**config.mk**
```make
export PLATFORM = sky130hd
export DESIGN_NAME = udp_port_demux_table_top
export DESIGN_NICKNAME = d
export VERILOG_FILES = /design/src/udpdmx_pkg.sv /design/src/udp_port_demux_table_top.sv /design/src/udpdmx_match.sv
export SDC_FILE = /design/constraint.sdc
export NUM_CORES = 2
export LEC_CHECK = 0
export BUFFER_PORTS_ARGS = -buffer_cell sky130_fd_sc_hd__buf_2
export CAP_MARGIN = 20
export CORE_MARGIN = 2
export CORE_UTILIZATION = 43
export CTS_CLUSTER_SIZE = 10
export DETAILED_ROUTE_END_ITERATION = 8
export PLACE_DENSITY = 0.62
export SYNTH_ARGS = -nofsm -noshare
export SYNTH_HDL_FRONTEND = slang
export SYNTH_SLANG_ARGS = --single-unit
```
**constraint.sdc**
```tcl
create_clock -name clk -period 4.6 [get_ports clk]
set_input_delay 0.23 -clock clk [delete_from_list [all_inputs] [get_ports clk]]
set_output_delay 0.23 -clock clk [all_outputs]
set_load 0.005 [all_outputs]
```
**src/udpdmx_pkg.sv**
```systemverilog
// ----------------------------------------------------------------------------
// udpdmx_pkg
// Shared types and constants of the UDP port demultiplexer listener table.
// ----------------------------------------------------------------------------
package udpdmx_pkg;

  localparam int unsigned ENTRIES     = 16;
  localparam int unsigned IDX_W       = 4;
  localparam int unsigned PEND_W      = 8;
  localparam logic [PEND_W-1:0] PENDING_MAX = 8'd255;

  typedef logic [IDX_W-1:0]  idx_t;
  typedef logic [PEND_W-1:0] pend_t;

  typedef enum logic [1:0] {
    OP_OPEN    = 2'd0,
    OP_CLOSE   = 2'd1,
    OP_DELIVER = 2'd2,
    OP_RECV    = 2'd3
  } op_t;

  typedef enum logic [3:0] {
    ST_OK            = 4'd0,
    ST_EXISTS        = 4'd1,
    ST_FULL          = 4'd2,
    ST_INVALID       = 4'd3,
    ST_NO_CONN       = 4'd4,
    ST_WOULD_BLOCK   = 4'd5,
    ST_ERROR         = 4'd6,
    ST_UNREACH       = 4'd7,
    ST_NOPORT_SILENT = 4'd8,
    ST_DROPPED       = 4'd9
  } status_t;

  typedef enum logic [2:0] {
    S_IDLE,
    S_SCAN,
    S_MOVE,
    S_EXEC,
    S_OUT
  } state_t;

  // compare unit request
  typedef struct packed {
    logic        valid;
    logic [15:0] port;
    logic [31:0] addr;
    logic [15:0] key_port;
    logic [31:0] key_addr;
  } cmp_req_t;

endpackage

```
**src/udp_port_demux_table_top.sv**
```systemverilog
// ----------------------------------------------------------------------------
// udp_port_demux_table_top
// Listener table of a UDP port demultiplexer with recency-ordered lookup.
// ----------------------------------------------------------------------------
// Usage:
//   Input channel (in_valid/in_ready) carries one command beat: open, close,
//   deliver or receive. Output channel (out_valid/out_ready) returns exactly
//   one result beat per command with status, entry, pending count and the
//   three datagram counters. The cfg channel writes iface_address, used as
//   destination of broadcast datagrams; write it only while idle.
//   Open and good deliver walk the search order through one shared compare
//   unit, one entry per cycle, then move the hit or the newly opened entry
//   to the front one position per cycle. Close, receive and a deliver with
//   a bad checksum or short header skip the walk. out_valid is accepted at
//   the earliest in its first cycle and in_ready rises the cycle after. One
//   command is in flight at a time; out_valid holds while out_ready is low
//   and in_ready stays low until the result beat is taken.
//   Reset empties the table, sets the search order to identity and clears
//   the counters and iface_address. No clearing pass is needed.
// ----------------------------------------------------------------------------
module udp_port_demux_table_top (
  input  logic        clk,
  input  logic        rst,
  input  logic        cfg_valid,
  output logic        cfg_ready,
  input  logic [31:0] cfg_data,
  input  logic        in_valid,
  output logic        in_ready,
  input  logic [1:0]  opcode,
  input  logic [3:0]  entry,
  input  logic [15:0] port,
  input  logic [31:0] address,
  input  logic        broadcast,
  input  logic        checksum_bad,
  input  logic        header_short,
  output logic        out_valid,
  input  logic        out_ready,
  output logic [3:0]  status,
  output logic [3:0]  result_entry,
  output logic [7:0]  pending_count,
  output logic [31:0] in_datagrams,
  output logic [31:0] no_ports,
  output logic [31:0] in_errors
);

  localparam int unsigned IW = udpdmx_pkg::IDX_W;
  localparam int unsigned CW = IW + 1;

  udpdmx_pkg::state_t state, state_next;

  logic [31:0] iface_address;
  logic [udpdmx_pkg::ENTRIES-1:0] entry_valid;
  logic [15:0]              entry_port    [udpdmx_pkg::ENTRIES];
  logic [31:0]              entry_address [udpdmx_pkg::ENTRIES];
  udpdmx_pkg::pend_t        entry_pending [udpdmx_pkg::ENTRIES];
  udpdmx_pkg::idx_t         search_order  [udpdmx_pkg::ENTRIES];
  logic [31:0] accepted_count, noport_count, error_count;

  udpdmx_pkg::op_t   cmd_op;
  logic [IW-1:0]     cmd_entry;
  logic [15:0]       cmd_port;
  logic [31:0]       cmd_addr;
  logic              cmd_bcast;
  logic              cmd_err;
  logic [CW-1:0]     pos;
  logic              found;
  logic [IW-1:0]     hit_idx;

  udpdmx_pkg::cmp_req_t req;
  logic              hit;
  logic [IW-1:0]     cur;
  logic              scan_done;
  logic              free_any;
  logic [IW-1:0]     free_idx;

  assign cfg_ready = 1'b1;
  assign in_ready  = (state == udpdmx_pkg::S_IDLE) && !out_valid;

  assign cur = search_order[pos[IW-1:0]];
  assign req.valid    = entry_valid[cur];
  assign req.port     = entry_port[cur];
  assign req.addr     = entry_address[cur];
  assign req.key_port = cmd_port;
  assign req.key_addr = cmd_addr;

  udpdmx_match u_match (.req(req), .hit(hit));

  assign scan_done = hit || (pos == CW'(udpdmx_pkg::ENTRIES - 1));

  always_comb begin
    free_any = 1'b0;
    free_idx = '0;
    for (int i = udpdmx_pkg::ENTRIES - 1; i >= 0; i--) begin
      if (!entry_valid[i]) begin
        free_any = 1'b1;
        free_idx = IW'(i);
      end
    end
  end

  always_comb begin
    state_next = state;
    case (state)
      udpdmx_pkg::S_IDLE: begin
        if (in_valid && in_ready) begin
          if ((opcode == udpdmx_pkg::OP_OPEN) ||
              ((opcode == udpdmx_pkg::OP_DELIVER) && !checksum_bad && !header_short)) begin
            state_next = udpdmx_pkg::S_SCAN;
          end else begin
            state_next = udpdmx_pkg::S_EXEC;
          end
        end
      end
      udpdmx_pkg::S_SCAN: begin
        if (hit) begin
          state_next = udpdmx_pkg::S_MOVE;
        end else if (scan_done) begin
          state_next = udpdmx_pkg::S_EXEC;
        end
      end
      udpdmx_pkg::S_MOVE: begin
        if (pos == '0) begin
          state_next = found ? udpdmx_pkg::S_EXEC : udpdmx_pkg::S_OUT;
        end
      end
      udpdmx_pkg::S_EXEC: begin
        if ((cmd_op == udpdmx_pkg::OP_OPEN) && !found && free_any) begin
          state_next = udpdmx_pkg::S_MOVE;
        end else begin
          state_next = udpdmx_pkg::S_OUT;
        end
      end
      udpdmx_pkg::S_OUT: begin
        state_next = udpdmx_pkg::S_IDLE;
      end
      default: state_next = udpdmx_pkg::S_IDLE;
    endcase
  end

  always_ff @(posedge clk) begin
    if (rst) begin
      state <= udpdmx_pkg::S_IDLE;
    end else begin
      state <= state_next;
    end
  end

  always_ff @(posedge clk) begin
    if (rst) begin
      iface_address <= '0;
    end else if (cfg_valid && cfg_ready) begin
      iface_address <= cfg_data;
    end
  end

  always_ff @(posedge clk) begin
    if (rst) begin
      entry_valid    <= '0;
      accepted_count <= '0;
      noport_count   <= '0;
      error_count    <= '0;
      out_valid      <= 1'b0;
      found          <= 1'b0;
      pos            <= '0;
      for (int i = 0; i < udpdmx_pkg::ENTRIES; i++) begin
        search_order[i] <= IW'(i);
      end
    end else begin
      if (out_valid && out_ready) begin
        out_valid <= 1'b0;
      end
      case (state)
        udpdmx_pkg::S_IDLE: begin
          if (in_valid && in_ready) begin
            cmd_op    <= udpdmx_pkg::op_t'(opcode);
            cmd_entry <= entry;
            cmd_port  <= port;
            cmd_addr  <= ((opcode == udpdmx_pkg::OP_DELIVER) && broadcast) ?
                         iface_address : address;
            cmd_bcast <= broadcast;
            cmd_err   <= checksum_bad || header_short;
            pos       <= '0;
            found     <= 1'b0;
          end
        end
        udpdmx_pkg::S_SCAN: begin
          if (hit) begin
            found   <= 1'b1;
            hit_idx <= cur;
          end else if (!scan_done) begin
            pos <= pos + CW'(1);
          end
        end
        udpdmx_pkg::S_MOVE: begin
          // move the hit toward the front one slot per cycle
          if (pos == '0) begin
            search_order[0] <= hit_idx;
          end else begin
            search_order[pos[IW-1:0]] <= search_order[pos[IW-1:0] - IW'(1)];
            pos <= pos - CW'(1);
          end
        end
        udpdmx_pkg::S_EXEC: begin
          status        <= udpdmx_pkg::ST_OK;
          result_entry  <= '0;
          pending_count <= '0;
          case (cmd_op)
            udpdmx_pkg::OP_OPEN: begin
              if (found) begin
                status        <= udpdmx_pkg::ST_EXISTS;
                result_entry  <= hit_idx;
                pending_count <= entry_pending[hit_idx];
              end else if (!free_any) begin
                status <= udpdmx_pkg::ST_FULL;
              end else begin
                entry_valid[free_idx]   <= 1'b1;
                entry_port[free_idx]    <= cmd_port;
                entry_address[free_idx] <= cmd_addr;
                entry_pending[free_idx] <= '0;
                result_entry            <= free_idx;
                hit_idx                 <= free_idx;
                pos <= '0;
                for (int i = 0; i < udpdmx_pkg::ENTRIES; i++) begin
                  if (search_order[i] == free_idx) begin
                    pos <= CW'(i);
                  end
                end
              end
            end
            udpdmx_pkg::OP_CLOSE: begin
              if (!entry_valid[cmd_entry]) begin
                status <= udpdmx_pkg::ST_INVALID;
              end else begin
                entry_valid[cmd_entry]   <= 1'b0;
                entry_pending[cmd_entry] <= '0;
                result_entry             <= cmd_entry;
              end
            end
            udpdmx_pkg::OP_DELIVER: begin
              if (cmd_err) begin
                error_count <= error_count + 32'd1;
                status      <= udpdmx_pkg::ST_ERROR;
              end else if (!found) begin
                noport_count <= noport_count + 32'd1;
                status <= cmd_bcast ? udpdmx_pkg::ST_NOPORT_SILENT : udpdmx_pkg::ST_UNREACH;
              end else begin
                result_entry <= hit_idx;
                if (entry_pending[hit_idx] >= udpdmx_pkg::PENDING_MAX) begin
                  status        <= udpdmx_pkg::ST_DROPPED;
                  pending_count <= entry_pending[hit_idx];
                end else begin
                  entry_pending[hit_idx] <= entry_pending[hit_idx] + 8'd1;
                  pending_count          <= entry_pending[hit_idx] + 8'd1;
                  accepted_count         <= accepted_count + 32'd1;
                end
              end
            end
            udpdmx_pkg::OP_RECV: begin
              if (!entry_valid[cmd_entry]) begin
                status <= udpdmx_pkg::ST_NO_CONN;
              end else begin
                result_entry <= cmd_entry;
                if (entry_pending[cmd_entry] == '0) begin
                  status <= udpdmx_pkg::ST_WOULD_BLOCK;
                end else begin
                  entry_pending[cmd_entry] <= entry_pending[cmd_entry] - 8'd1;
                  pending_count            <= entry_pending[cmd_entry] - 8'd1;
                end
              end
            end
            default: status <= udpdmx_pkg::ST_OK;
          endcase
        end
        udpdmx_pkg::S_OUT: begin
          out_valid <= 1'b1;
        end
        default: ;
      endcase
    end
  end

  assign in_datagrams = accepted_count;
  assign no_ports     = noport_count;
  assign in_errors    = error_count;

endmodule

```
**src/udpdmx_match.sv**
```systemverilog
// ----------------------------------------------------------------------------
// udpdmx_match
// Shared compare unit: one stored listener against the lookup key per cycle.
// ----------------------------------------------------------------------------
module udpdmx_match (
  input  udpdmx_pkg::cmp_req_t req,
  output logic                 hit
);

  assign hit = req.valid && (req.port == req.key_port) &&
               ((req.addr == req.key_addr) || (req.addr == 32'd0));

endmodule
```
==> impl_results.md <==
* Via Count at 38.8k
* H-tree depth at 4
* Gr usage total at 25.6%
* Drt first-iter violations at 4,369
* Mapped Area at 54,300 um^2
* Multi-input logic area at 19,100 um^2
* Clock sink count at 1,202
* # port buffers at 207
* Ys flop type: edfxtp_1
* Pwr Total at 40.0 mW
* GP Congestion at 0.925
* DRT Wirelength at 168,000 um
* Sequential area share after synthesis at 63.4%
* Outcome: finished with violations
* Period utilization at 103%
* Fin. max-slew vios at 0
* Worst Path Arrival at 5.37 ns
* Clock slew at reported path FFs at 0.06 ns
* Die X at 359 um
* Inserted Clock Buffers at 141
* Vias per inst at 5.88
* Initial antenna violation count at 1
* Die Y at 359 um
* Final setup viols at 18
* Layout cells sized above 1 at 25.2%
* Share of flip-flops with an asynchronous set or reset at 0%
* Num rows at 130
* Leakage at 24.2 nW
* Syn Nets at 4,238
* Clock buffer depth at 3
* FF+latch count, synth at 1,202
* Pwr dens at 595 nW/um^2
* Top-area cell type share of the netlist area at 57.3%
* Post-synth top cells: edfxtp_1, nand2_1, nor2_1
* Worst slew pin tran at 1.10 ns
* CP max stage delay at 0.55 ns
* Effective utilization at floorplan at 43.3%
* Post-synth EDFFs at 1,036
* Setup crit start kind: register
* Root buf cell: clkbuf_16
* Most common cell in the netlist: edfxtp_1
* Tightest Hold Check Type: in -> reg
* Cells on worst reg2reg path at 18
* Net count, final at 4,999
* Largest net degree at the start of global routing at 85
* Storage cell area at 34,400 um^2
* Number of global-route vias before repair at 38.2k
* Routed len/inst at 25.4 um
* Post-Place Cells at 6,233
* VDD IR max at 467 uV
* Highest clock rate at 0.211 GHz
* Area of the core at 125,000 um^2
* R2R Setup Slk at -0.13 ns
* Syn Area/Cell at 13.1 um^2
* Yosys cell types at 105
* RSZ-0062 raised after global routing: true
* Detailed Routing Iterations Pass 1 at 6
* FILL cells at 10.2k
* Worst Setup Path Type: reg -> reg
* Post-synthesis cell count at 4,129
* Placed cell areas at 60,800 um^2
* CP endpoint kind: register
* Detailed placement HPWL at 106,000 um
* Full die area at 129,000 um^2
* DRC viols at 0
* Clock latency at the later pin of the worst-skew pair at 0.76 ns
* Biggest area consumer among synthesized cells: edfxtp_1
* Final worst path period need at 4.73 ns
* Synth Warn # at 0
* Crit-path max FO at 5
* Design area at 67,200 um^2
* Final worst slack at -0.128 ns
* Max-cap viol count at 0
* CP max-delay cell: mux4_2
* Ranking of synthesized cells by area: edfxtp_1, dfxtp_1, mux4_2
* Failing checks: negative setup slack
* First-pass GRT wire length at 249,000 um
* Antenna Nets Post-Route at 0
* Hold_ws at 0.172 ns
* Io pins at 209
* Crit path cell chain: buf_12 > mux4_2 > nand2_1 > and4_4 > buf_12 > buf_4 > nand2_2 > a221o_1 > o211ai_1 > nand4_1 > or4b_1 > o31a_1 > nor4b_4 > a31oi_4 > nor3_2 > buf_4 > a21oi_4 > mux2_4
* Grt total ovfl at 0
* Slew margin rel. at 26.7%
* Post-route insts no fill at 6,602
* Final hold vios at 0
* Clk_skew at 0.0282 ns
* CTS tree: yes
* Layout area overhead at 23.8%
* Worst path required time at 5.25 ns
-- state kept, by name, summed over array words and instances, names as in the netlist, 5 cells and up, named ones only --
name and cells:
cmd_addr 32, cmd_port 16, entry_address 512, entry_pending 128, entry_port 256, entry_valid 16
iface_address 32, in_datagrams 32, in_errors 32, no_ports 32, pending_count 8, pos 5
search_order 64
-- cell families after synthesis --
kind of cell | synth area share, %
buffers and inverters | 2.77
multiplexers | 10.7
other | 0.00691
AND/OR/NAND/NOR | 11.5
AO/OA/AOI/OAI | 8.22
adder cells (fa/ha/maj) | 0.360
XOR/XNOR | 3.05
flip-flops | 63.4
-- worst min path at each step --
stage | startpoint | to | slack (ns) | cells after the start
6_report | checksum_bad | state[1]$_SDFFE_PP0P_ | 0.17 | 6
2_1_floorplan | broadcast | cmd_bcast$_DFFE_PP_ | 0.33 | 0
4_1_cts | checksum_bad | state[1]$_SDFFE_PP0P_ | 0.13 | 6
5_1_grt | port[12] | cmd_port[12]$_DFFE_PP_ | 0.20 | 2
3_5_place_dp | port[8] | cmd_port[8]$_DFFE_PP_ | 0.41 | 1
3_3_place_gp | port[9] | cmd_port[9]$_DFFE_PP_ | 0.41 | 1
-- where the power goes --
group	switching [mW]	internal, mW
sequential	0.402	12.2
combinational	9.61	7.89
clock	4.18	5.71
-- layout by cell type, fill, tap and decap left out, types with 44 or more instances in the layout --
cell type	n
a21oi_1	125
clkbuf_16	146
buf_4	436
nor3_1	49
xor2_1	105
mux2_2	62
edfxtp_1	1036
mux4_2	112
o21ai_0	100
mux2i_1	236
o211ai_1	49
dfxtp_1	160
clkbuf_1	44
dlygate4sd3_1	98
buf_12	83
buf_2	206
xnor2_1	80
nand3_1	185
a22oi_1	56
nor2_1	288
nand2_1	604
nand4_1	56
-- critical path, delay by kind of cell (launching register included) --
kind                   cells  cell delay, ns
AND/OR/NAND/NOR            7            1.79
flip-flops                 1            0.39
buffers and inverters      4            0.50
AO/OA/AOI/OAI              5            1.04
multiplexers               2            0.89
-- layer usage --
layer	share of wire [%]	GRT usage, %
met1	41	34.5
met2	47	41.5
met3	8.7	4.69
met4	3.4	9.64
met5	0	0
-- through the flow --
step           setup TNS [ns]  setup slack, ns  utilization [%]
5_1_grt                 -3.81           -0.237             53.6
2_1_floorplan               0           0.0755                -
3_5_place_dp            -7.90           -0.472             48.4
3_3_place_gp            -7.39           -0.457             48.4
6_report                -1.76           -0.128             53.6
4_1_cts                -0.444          -0.0482             53.3
-- final cells by class --
class,count,area share (%)
clock inverter,14,0.179
inverter,38,0.212
timing repair buffer,858,11.2
clock buffer,190,5.67
tap,1650,3.07
sequential,1202,51.3
antenna,1,0.00372
multi-input combinational,2649,28.4
-- what timing repair did --
item,in CTS,in global routing
endpoints found under the hold margin,152,0
pin swaps,56,37
setup buffers,47,13
hold buffers,98,0
cloned,9,1
resized for setup,109,49
endpoints found under the setup margin,20,28
No activity file was read; power rests on OpenSTA's default activity.
